File: src/rtl/blitrop_pkg.sv
// Package for the blitter pixel raster-op unit.
// Holds the configuration struct, raster op codes and register indexes.
// No dependencies.
`default_nettype none

package blitrop_pkg;

  localparam int PixW   = 32;
  localparam int OpW    = 3;
  localparam int BitsW  = 6;
  localparam int RegIdxW = 2;
  localparam int LaneW  = 8;
  localparam int SatLanes = 3;

  // raster op codes; 6 and 7 act as copy
  typedef enum logic [OpW-1:0] {
    OP_COPY = 3'd0,
    OP_XOR  = 3'd1,
    OP_OR   = 3'd2,
    OP_AND  = 3'd3,
    OP_ADDS = 3'd4,
    OP_SUBS = 3'd5
  } rop_t;

  // configuration register indexes
  typedef enum logic [RegIdxW-1:0] {
    REG_RASTER_OP  = 2'd0,
    REG_KEY_ENABLE = 2'd1,
    REG_KEY_VALUE  = 2'd2,
    REG_PIXEL_BITS = 2'd3
  } reg_idx_t;

  localparam logic [BitsW-1:0] PixelBitsReset = 6'd32;

  typedef struct packed {
    logic [OpW-1:0]   raster_op;
    logic             key_enable;
    logic [PixW-1:0]  color_key;
    logic [BitsW-1:0] pixel_bits;
  } cfg_t;

endpackage

`default_nettype wire

File: src/rtl/blitrop_cfg.sv
// Configuration registers of the blitter raster-op unit.
// Depends on blitrop_pkg.
`default_nettype none

module blitrop_cfg (
  input  wire logic                            clk,
  input  wire logic                            rst,
  input  wire logic                            cfg_wr_en,
  input  wire logic [blitrop_pkg::RegIdxW-1:0] cfg_addr,
  input  wire logic [blitrop_pkg::PixW-1:0]    cfg_wdata,
  output blitrop_pkg::cfg_t                    cfg
);
  import blitrop_pkg::*;

  // register file, written one register per beat
  always_ff @(posedge clk) begin
    if (rst) begin
      cfg.raster_op  <= OP_COPY;
      cfg.key_enable <= 1'b0;
      cfg.color_key  <= '0;
      cfg.pixel_bits <= PixelBitsReset;
    end else if (cfg_wr_en) begin
      case (reg_idx_t'(cfg_addr))
        REG_RASTER_OP:  cfg.raster_op  <= cfg_wdata[OpW-1:0];
        REG_KEY_ENABLE: cfg.key_enable <= cfg_wdata[0];
        REG_KEY_VALUE:  cfg.color_key  <= cfg_wdata;
        REG_PIXEL_BITS: cfg.pixel_bits <= cfg_wdata[BitsW-1:0];
        default: ;
      endcase
    end
  end

endmodule

`default_nettype wire

File: src/rtl/blitrop_alu.sv
// Combinational pixel path: width mask, color key compare, raster op.
// Depends on blitrop_pkg.
`default_nettype none

module blitrop_alu (
  input  wire blitrop_pkg::cfg_t            cfg,
  input  wire logic [blitrop_pkg::PixW-1:0] src,
  input  wire logic [blitrop_pkg::PixW-1:0] dst,
  output logic                              wr,
  output logic [blitrop_pkg::PixW-1:0]      pix
);
  import blitrop_pkg::*;

  logic [PixW-1:0] mask;
  logic [PixW-1:0] s_m;
  logic [PixW-1:0] d_m;
  logic [PixW-1:0] sat_add;
  logic [PixW-1:0] sat_sub;
  logic [PixW-1:0] r;
  logic            keyed;

  // width mask; 32 and above keep all bits
  assign mask = (cfg.pixel_bits >= BitsW'(PixW)) ? '1
              : ((PixW'(1) << cfg.pixel_bits[BitsW-2:0]) - PixW'(1));
  assign s_m = src & mask;
  assign d_m = dst & mask;

  assign keyed = cfg.key_enable && (s_m == (cfg.color_key & mask));

  // saturating byte lanes 0..2, top byte cleared
  always_comb begin
    logic [LaneW:0]   sum;
    logic [LaneW-1:0] a;
    logic [LaneW-1:0] b;
    sat_add = '0;
    sat_sub = '0;
    for (int i = 0; i < SatLanes; i++) begin
      a   = d_m[i*LaneW +: LaneW];
      b   = s_m[i*LaneW +: LaneW];
      sum = {1'b0, a} + {1'b0, b};
      sat_add[i*LaneW +: LaneW] = sum[LaneW] ? '1 : sum[LaneW-1:0];
      sat_sub[i*LaneW +: LaneW] = (a >= b) ? (a - b) : '0;
    end
  end

  // op select
  always_comb begin
    case (cfg.raster_op)
      OP_XOR:  r = d_m ^ s_m;
      OP_OR:   r = d_m | s_m;
      OP_AND:  r = d_m & s_m;
      OP_ADDS: r = sat_add;
      OP_SUBS: r = sat_sub;
      default: r = s_m;
    endcase
  end

  // keyed out: destination unchanged
  assign wr  = !keyed;
  assign pix = keyed ? d_m : (r & mask);

endmodule

`default_nettype wire

File: src/rtl/blit_pixel_raster_op.sv
// Blitter pixel raster-op unit with color key, top level.
// One pixel accepted every cycle; start reaches done through the registers below.
// Input register then result register; busy is never raised and done
// cannot be stalled. Synchronous reset clears the pipeline valids and
// restores the configuration (copy, keying off, key 0, 32 bits/pixel).
// Depends on blitrop_pkg, blitrop_cfg, blitrop_alu.
`default_nettype none

module blit_pixel_raster_op (
  input  wire logic                            clk,
  input  wire logic                            rst,
  input  wire logic                            start,
  output logic                                 busy,
  input  wire logic [blitrop_pkg::PixW-1:0]    src_pixel,
  input  wire logic [blitrop_pkg::PixW-1:0]    dst_pixel,
  output logic                                 done,
  output logic                                 write_enable,
  output logic [blitrop_pkg::PixW-1:0]         result_pixel,
  input  wire logic                            cfg_wr_en,
  input  wire logic [blitrop_pkg::RegIdxW-1:0] cfg_addr,
  input  wire logic [blitrop_pkg::PixW-1:0]    cfg_wdata
);
  import blitrop_pkg::*;

  cfg_t            cfg;
  logic            in_valid;
  logic [PixW-1:0] src_q;
  logic [PixW-1:0] dst_q;
  logic            wr_c;
  logic [PixW-1:0] pix_c;

  assign busy = 1'b0;

  blitrop_cfg u_cfg (
    .clk       (clk),
    .rst       (rst),
    .cfg_wr_en (cfg_wr_en),
    .cfg_addr  (cfg_addr),
    .cfg_wdata (cfg_wdata),
    .cfg       (cfg)
  );

  // input register
  always_ff @(posedge clk) begin
    if (rst) begin
      in_valid <= 1'b0;
    end else begin
      in_valid <= start && !busy;
    end
    src_q <= src_pixel;
    dst_q <= dst_pixel;
  end

  blitrop_alu u_alu (
    .cfg (cfg),
    .src (src_q),
    .dst (dst_q),
    .wr  (wr_c),
    .pix (pix_c)
  );

  // result register, one beat per item
  always_ff @(posedge clk) begin
    if (rst) begin
      done <= 1'b0;
    end else begin
      done <= in_valid;
    end
    write_enable <= wr_c;
    result_pixel <= pix_c;
  end

endmodule

`default_nettype wire

File: config.mk
export PLATFORM = sky130hd
export DESIGN_NAME = blit_pixel_raster_op
export DESIGN_NICKNAME = d
export VERILOG_FILES = /design/src/rtl/blitrop_pkg.sv /design/src/rtl/blitrop_cfg.sv /design/src/rtl/blitrop_alu.sv /design/src/rtl/blit_pixel_raster_op.sv
export SDC_FILE = /design/constraint.sdc
export NUM_CORES = 1
export LEC_CHECK = 0
export BUFFER_PORTS_ARGS = -buffer_cell sky130_fd_sc_hd__buf_2
export CAP_MARGIN = 5
export CORE_MARGIN = 4
export CORE_UTILIZATION = 25
export CTS_CLUSTER_SIZE = 40
export DETAILED_ROUTE_END_ITERATION = 8
export SYNTH_ARGS = -nofsm -noshare
export SYNTH_HDL_FRONTEND = slang
export SYNTH_SLANG_ARGS = --single-unit
export TNS_END_PERCENT = 100
File: constraint.sdc
create_clock -name clk -period 4.9 [get_ports clk]
set_input_delay 0.98 -clock clk [delete_from_list [all_inputs] [get_ports clk]]
set_output_delay 0.98 -clock clk [all_outputs]
set_load 0.02 [all_outputs]
# [After elaboration in Yosys (flattened, before gate mapping)]
# Index checks and enable logic that the tools add are counted.
[op_classes] n_reduce_logical=7 bitwise_logic=7 n_shift=1 add_sub_neg=7 magnitude_cmp=4 eq_ne=9 muxes=9
[op_table] op="bitwise AND 32 bit" count=5
[op_table] op="one-hot mux 32 bit (5 select lines)" count=1
[op_table] op="two-way mux 32 bit" count=2
[op_table] op="two-way mux 8 bit" count=6
[op_table] op="equality test 32 bit" count=1
[op_table] op="OR 32 bit" count=1
[op_table] op="<< shifter 1 x 5 -> 32 bit (first input constant)" count=1
[op_table] op="subtractor 32 x 1 -> 32 bit (second input constant)" count=1
[op_table] op="XOR 32 bit" count=1
[op_table] op="adder 8 x 8 -> 9 bit" count=3
[op_table] op=">= comparator 8 bit" count=3
[op_table] op="subtractor 8 bit" count=3
[op_table] op="AND reduction 2 bit" count=4
[op_table] op="equality test 3 x 2 -> 1 bit (second input constant)" count=2
[op_table] op="equality test 3 bit (second input constant)" count=2
[op_table] op=">= comparator 6 bit (second input constant)" count=1
[op_table] op="equality test 2 bit (second input constant)" count=2
[op_table] op="equality test 3 x 1 -> 1 bit (second input constant)" count=1
[op_table] op="equality test 2 x 1 -> 1 bit (second input constant)" count=1
[op_table] op="zero test 2 bit" count=1
[op_table] op="logical AND 1 bit" count=1
[op_table] op="zero test 1 bit" count=1
[totals] ff_bits=141 output_inout_bits=35

# [Longest topological paths before layout]
[logic_depth] ltp_word=9 mapped_depth=23 depth_no_buf=17

# [Hierarchy]
# From an unflattened synthesis, not the netlist that was laid out.
[unflattened] cells_unflattened=1187 area_unflattened_um2=9883.2
[modules_own_cells] module="blitrop_alu" area_each_um2=6040.8 n_inst=1 cells_per_inst=908 seq_area_each_um2=0.0
[modules_own_cells] module="blit_pixel_raster_op" area_each_um2=2005.7 n_inst=1 cells_per_inst=103 seq_area_each_um2=1981.9
[modules_own_cells] module="blitrop_cfg" area_each_um2=1836.8 n_inst=1 cells_per_inst=176 seq_area_each_um2=840.8

# [Worst setup path before layout]
# OpenSTA, ideal clock, no wires.
[synth_path] path_kind="flip-flop to flip-flop" from="register, netlist name u_cfg.cfg[1]" to="register result_pixel[23] in the netlist's numbering" period_less_slack_ps=4367 arrival_ps=4250 slack_ps=533 t_required_ps=4783 path_stages_with_launch=24 cell_sequence="dfxtp_1 buf_2 buf_2 clkbuf_1 nor2_1 nand2_1 ha_1 buf_2 buf_2 buf_2 nor4bb_1 a21oi_1 o311ai_0 nand2_1 inv_1 ha_1 clkbuf_1 nor2b_1 o21ai_0 a31oi_1 o41ai_2 o21a_1 o211ai_1 a22o_1"
[synth_via] elab_chain_cells=9 word_cells_on_any_way=20 cone_classes="add/sub: 3; order compare: 2; eq/ne: 1; shift: 1; mux: 5; bitwise: 7; reduce/logical: 1"
[synth_lines] element="<< shifter 1 x 5 -> 32 bit" line="blitrop_alu.sv:24" rtl=": ((PixW'(1) << cfg.pixel_bits[BitsW-2:0]) - PixW'(1));"
[synth_lines] element="subtractor 32 x 1 -> 32 bit" line="blitrop_alu.sv:24"
[synth_lines] element="two-way mux 32 bit (*)" line="blitrop_alu.sv:23" rtl="assign mask = (cfg.pixel_bits >= BitsW'(PixW)) ? '1"
[synth_lines] element="bitwise AND 32 bit (on tied branches)" line="blitrop_alu.sv:26, blitrop_alu.sv:25"
[synth_lines] element="subtractor 8 bit, or another cell as far along" line="blitrop_alu.sv:42" rtl="sat_sub[i*LaneW +: LaneW] = (a >= b) ? (a - b) : '0;"
[synth_lines] element="two-way mux 8 bit (on tied branches)" line="blitrop_alu.sv:42, blitrop_alu.sv:41"
[synth_lines] element="one-hot mux 32 bit (5 select lines)" line="blitrop_alu.sv:48" rtl="case (cfg.raster_op)"
[synth_lines] element="bitwise AND 32 bit" line="blitrop_alu.sv:60" rtl="assign pix = keyed ? d_m : (r & mask);"
[synth_lines] element="two-way mux 32 bit (*)" line="blitrop_alu.sv:60"
[synth_lines] element="net pix_c[23]" line="blit_pixel_raster_op.sv:30" rtl="logic [PixW-1:0] pix_c;"
[synth_lines] element="end signal, assigned" line="blit_pixel_raster_op.sv:70" rtl="result_pixel <= pix_c;"
[synth_lines] element="end, declared" line="blit_pixel_raster_op.sv:18" rtl="output logic [blitrop_pkg::PixW-1:0] result_pixel,"
# Mark *: on every way through the listed nets, which the timed path passes. The rest lies on a longest branch.
# A chain may end at the register's enable or synchronous reset.

# [Final worst setup path]
[layout_path] from="register, netlist name u_cfg.cfg[2]" to="register result_pixel[7] in the netlist's numbering"
[layout_via] elab_chain_cells=9 word_cells_on_any_way=20 cone_classes="add/sub: 3; order compare: 2; eq/ne: 1; shift: 1; mux: 5; bitwise: 7; reduce/logical: 1"
[layout_lines] element="<< shifter 1 x 5 -> 32 bit" line="blitrop_alu.sv:24"
[layout_lines] element="subtractor 32 x 1 -> 32 bit" line="blitrop_alu.sv:24"
[layout_lines] element="two-way mux 32 bit (*)" line="blitrop_alu.sv:23"
[layout_lines] element="bitwise AND 32 bit (on tied branches)" line="blitrop_alu.sv:26, blitrop_alu.sv:25"
[layout_lines] element="subtractor 8 bit, or another cell as far along" line="blitrop_alu.sv:42"
[layout_lines] element="two-way mux 8 bit (on tied branches)" line="blitrop_alu.sv:42, blitrop_alu.sv:41"
[layout_lines] element="one-hot mux 32 bit (5 select lines)" line="blitrop_alu.sv:48"
[layout_lines] element="bitwise AND 32 bit" line="blitrop_alu.sv:60"
[layout_lines] element="two-way mux 32 bit (*)" line="blitrop_alu.sv:60"
[layout_lines] element="net pix_c[7]" line="blit_pixel_raster_op.sv:30"
# Marked as above.

==> results.py <==
metrics = {
    "detailed_routing": {
        "wl_per_cell_microns": 20.18,
        "ant_nets": 0,
        "route.vias.total": 9809,
        "via_per_inst": 5.144,
        "drc": 0,
        "first_pass_iters": 5,
        "wirelength_microns": 38480,
        "first_iter_violations": 874,
    },
    "placed_design": {
        "dp_slack_ns": 0.2912,
        "numPortBuffers": 135,
        "dp_hpwl_microns": 29530,
        "gp_congestion": 0.9648,
        "dp_cells": 1874,
    },
    "clock_tree": {
        "cts_inserted_buffers": 17,
        "clock_latency_ns": 0.46,
        "cts.clk_slew.worst_paths_ns": 0.08,
        "root_buffer": "clkbuf_16",
        "cts_resized": 0,
        "cts_setup_buffers": 0,
        "cts_sinks": 141,
        "tritoncts": "yes",
        "clk_path_buf_depth": 2,
        "ctsHoldBuffers": 0,
        "cts_htree_levels": 4,
    },
    "setup_path": {
        "required_ns": 5.25,
        "rrSetupSlack_ns": 0.36,
        "cp_top_family": "compound AO/OA/AOI/OAI gates",
        "reg2regPathDepth": 18,
        "crit_type": "reg2reg",
        "slowest_stage": "dfxtp_1",
        "r2r-start": "u_cfg.cfg[2]",
        "cpPeakStageDelay_ns": 0.45,
        "start_kind": "flip-flop",
        "crit_path_start": "u_cfg.cfg[2]",
        "cp.arrival_ns": 4.89,
        "critPathCaptureType": "flip-flop",
        "path_buf_inv": 2,
        "path_cells": "nor3_2 > nand2_1 > ha_1 > buf_4 > or3_1 > o31ai_1 > a22oi_1 > and2_1 > nand2b_1 > ha_1 > o21a_1 > a21o_1 > a31o_2 > a31oi_1 > buf_4 > a21boi_0 > o221ai_1 > a31o_1",
        "r2r-end": "result_pixel[7]",
        "path_depth": 18,
        "crit_path_max_fanout": 13,
    },
    "hold_path": {
        "hold_end": "done",
        "whs_path_depth": 1,
        "min-delay-start": "in_valid",
        "min_path_type": "reg2reg",
    },
    "floorplanning": {
        "die_w_microns": 206.3,
        "start_util_pct": 25.38,
        "fp.coreArea_sq_um": 38740,
        "core.rowCount": 72,
        "die-area_sq_um": 42570,
        "dieHeight_microns": 206.3,
        "io_pins": 137,
    },
    "synthesis": {
        "synth_fp_nets": 1453,
        "yosys.area.top_type": "dfxtp_1",
        "synth.mux.area_fraction_pct": 1.336,
        "yosysUniqueCellTypes": 83,
        "yosys_warnings": 0,
        "synth_top_area_share_pct": 28.71,
        "synth_fa_ha_area_share_pct": 12.42,
        "yosysMostFrequentCell": "dfxtp_1",
        "syn_avg_cell_area_sq_um": 7.823,
        "syn_area_sq_um": 9833,
        "synth_top_family_by_area": "compound AO/OA/AOI/OAI gates",
        "yosys.area_share.simple_pct": 19.35,
        "synthTopCellsByCount": "141 x dfxtp_1, 136 x nand2_1, 116 x a21oi_1",
        "synthArstFlopShare_pct": 0,
        "synth_edf_count": 0,
        "ys_seq_area_share_pct": 28.71,
        "synth_area_leaders": "dfxtp_1 29%, ha_1 11%, a21oi_1 5.9%",
        "synth_top_flop_cell": "dfxtp_1",
        "synth-xor-area-share_pct": 4.721,
        "synth-seq-cells": 141,
        "syn-instance-count": 1257,
        "synth_compound_area_share_pct": 25.88,
    },
    "timing": {
        "fin_crit_sh_pct": 92.61,
        "hold_slack_ns": 0.4457,
        "fmax_mhz": 220.4,
        "setup_violations": 0,
        "slew_headroom_pct": 43.80,
        "hold_violations": 0,
        "final_max_slew_viol_count": 0,
        "tightest_slew_ns": 0.8431,
        "clock-skew-final_ns": 0.01489,
        "grt_setup_unrepaired": "no",
        "fin_crit_ns": 4.538,
        "worst_slack_ns": 0.3620,
        "fin_tns_setup_ns": 0,
    },
    "layout": {
        "area_delta_synth_final_pct": 19.56,
        "nets": 1571,
        "multi_input_area_sq_um": 6305,
        "instances_no_fill": 1907,
        "drive_gt1_share_pct": 18.01,
        "n_fill_cell": 4198,
        "seq_area_sq_um": 2824,
    },
    "power": {
        "power_density_nw_per_um2": 304.7,
        "pwr-share-comb_pct": 26.1,
        "switchingPower_uw": 1294,
        "sw_frac_of_total_pct": 36.12,
        "p_leak_uw": 0.005205,
        "seqPwrFrac_pct": 36.3,
        "clkPwrFrac_pct": 37.6,
        "p_int_uw": 2288,
        "worst_ir_drop_vdd_mv": 0.2206,
    },
    "job": {
        "drv_cap": 0,
    },
    "run_status": {
        "status": "finished clean",
    },
    "grt": {
        "grt_pass1_wl_microns": 56960,
        "grtUsageTotal_pct": 17.70,
        "antenna_found_initial": 0,
        "grt.overflow.total": 0,
        "grt_pass1_vias": 9381,
        "grt_max_degree": 45,
    },
}
## kinds of logic (layout without fill, tap and decap cells)
kind of cell	count (synthesis)	in the layout
AOI/OAI and AO/OA	390	390
xor gates and xnor gates	53	53
adders and majority gates	94	94
buffers and inverters	175	306
DFF	141	141
muxes	13	13
other	1	2
and+or+nand+nor	390	390
## power by group through the flow
| stage | sequential (uW) | clock, uW | combinational, uW |
|---|---|---|---|
| CTS | 1300 | 1400 | 920 |
| global placement | 1330 | 0 | 908 |
| floorplan | 1330 | 0 | 595 |
| global route | 1310 | 1440 | 1020 |
| detailed placement | 1330 | 0 | 914 |
| finish | 1300 | 1350 | 933 |
## worst max path at each step
stage                                   to  slack [ns]
after floorplan           result_pixel[23]        0.53
after global routing      result_pixel[14]        0.05
after CTS                 result_pixel[14]        0.24
final                      result_pixel[7]        0.36
after global placement    result_pixel[13]        0.39
after detailed placement  result_pixel[14]        0.29
## metrics by stage
step | util (%) | total power, uW | cell area (sq um)
6_report | 30.35 | 3582 | 11760
5_1_grt | 30.34 | 3774 | 11750
4_1_cts | 30.26 | 3619 | 11720
3_5_place_dp | 28.67 | 2240 | 11110
3_3_place_gp | 28.67 | 2235 | 11110
2_1_floorplan | - | 1925 | 9833
## flip-flops by register name, indices dropped and copies added, names as in the netlist
name,count
u_cfg.cfg,42
result_pixel,32
done,1
src_q,32
write_enable,1
dst_q,32
in_valid,1
## worst register-to-register path, delay by kind of cell, from the launching register on
| kind | cells | cell delay, ns |
|---|---|---|
| AOI/OAI and AO/OA | 9 | 1.75 |
| adders and majority gates | 2 | 0.76 |
| buffers and inverters | 2 | 0.39 |
| DFF | 1 | 0.45 |
| and+or+nand+nor | 5 | 1.08 |
## placed cells by master (no fill, tap or decap), types with 8 or more instances in the layout
master / netlist / final
a211oi_1: 21 / 21
a21o_1: 14 / 14
a21oi_1: 116 / 115
a31oi_1: 12 / 12
and2_1: 19 / 19
buf_2: 17 / 135
buf_4: 3 / 43
clkbuf_16: 0 / 17
dfxtp_1: 141 / 140
ha_1: 88 / 88
inv_1: 93 / 93
mux2i_1: 12 / 12
nand2_1: 136 / 136
nand2b_1: 15 / 15
nand3_1: 35 / 35
nand3b_1: 8 / 8
nor2_1: 99 / 98
nor2b_1: 12 / 11
nor3_1: 15 / 14
o211ai_1: 11 / 11
o21a_1: 9 / 9
o21ai_0: 58 / 58
o21ai_1: 22 / 21
o221ai_1: 13 / 13
o22ai_1: 22 / 21
o31ai_1: 11 / 11
xnor2_1: 28 / 28
xor2_1: 25 / 25
## area by class of cell
| type | count | area share, % |
|---|---|---|
| Multi-Input combinational cell | 941 | 53.63 |
| Clock buffer | 17 | 3.619 |
| Clock inverter | 15 | 1.639 |
| Tap cell | 518 | 5.513 |
| Sequential cell | 141 | 24.02 |
| Antenna cell | 1 | 0.02129 |
| Timing Repair Buffer | 178 | 8.493 |
| Inverter | 96 | 3.065 |
## routing by layer
metal,global-route usage [%],routed length (microns)
met3,4.205,3031
met1,24.51,17860
met2,27.42,16710
met5,0,0
met4,5.157,874
No activity file was read; power rests on OpenSTA's default activity.
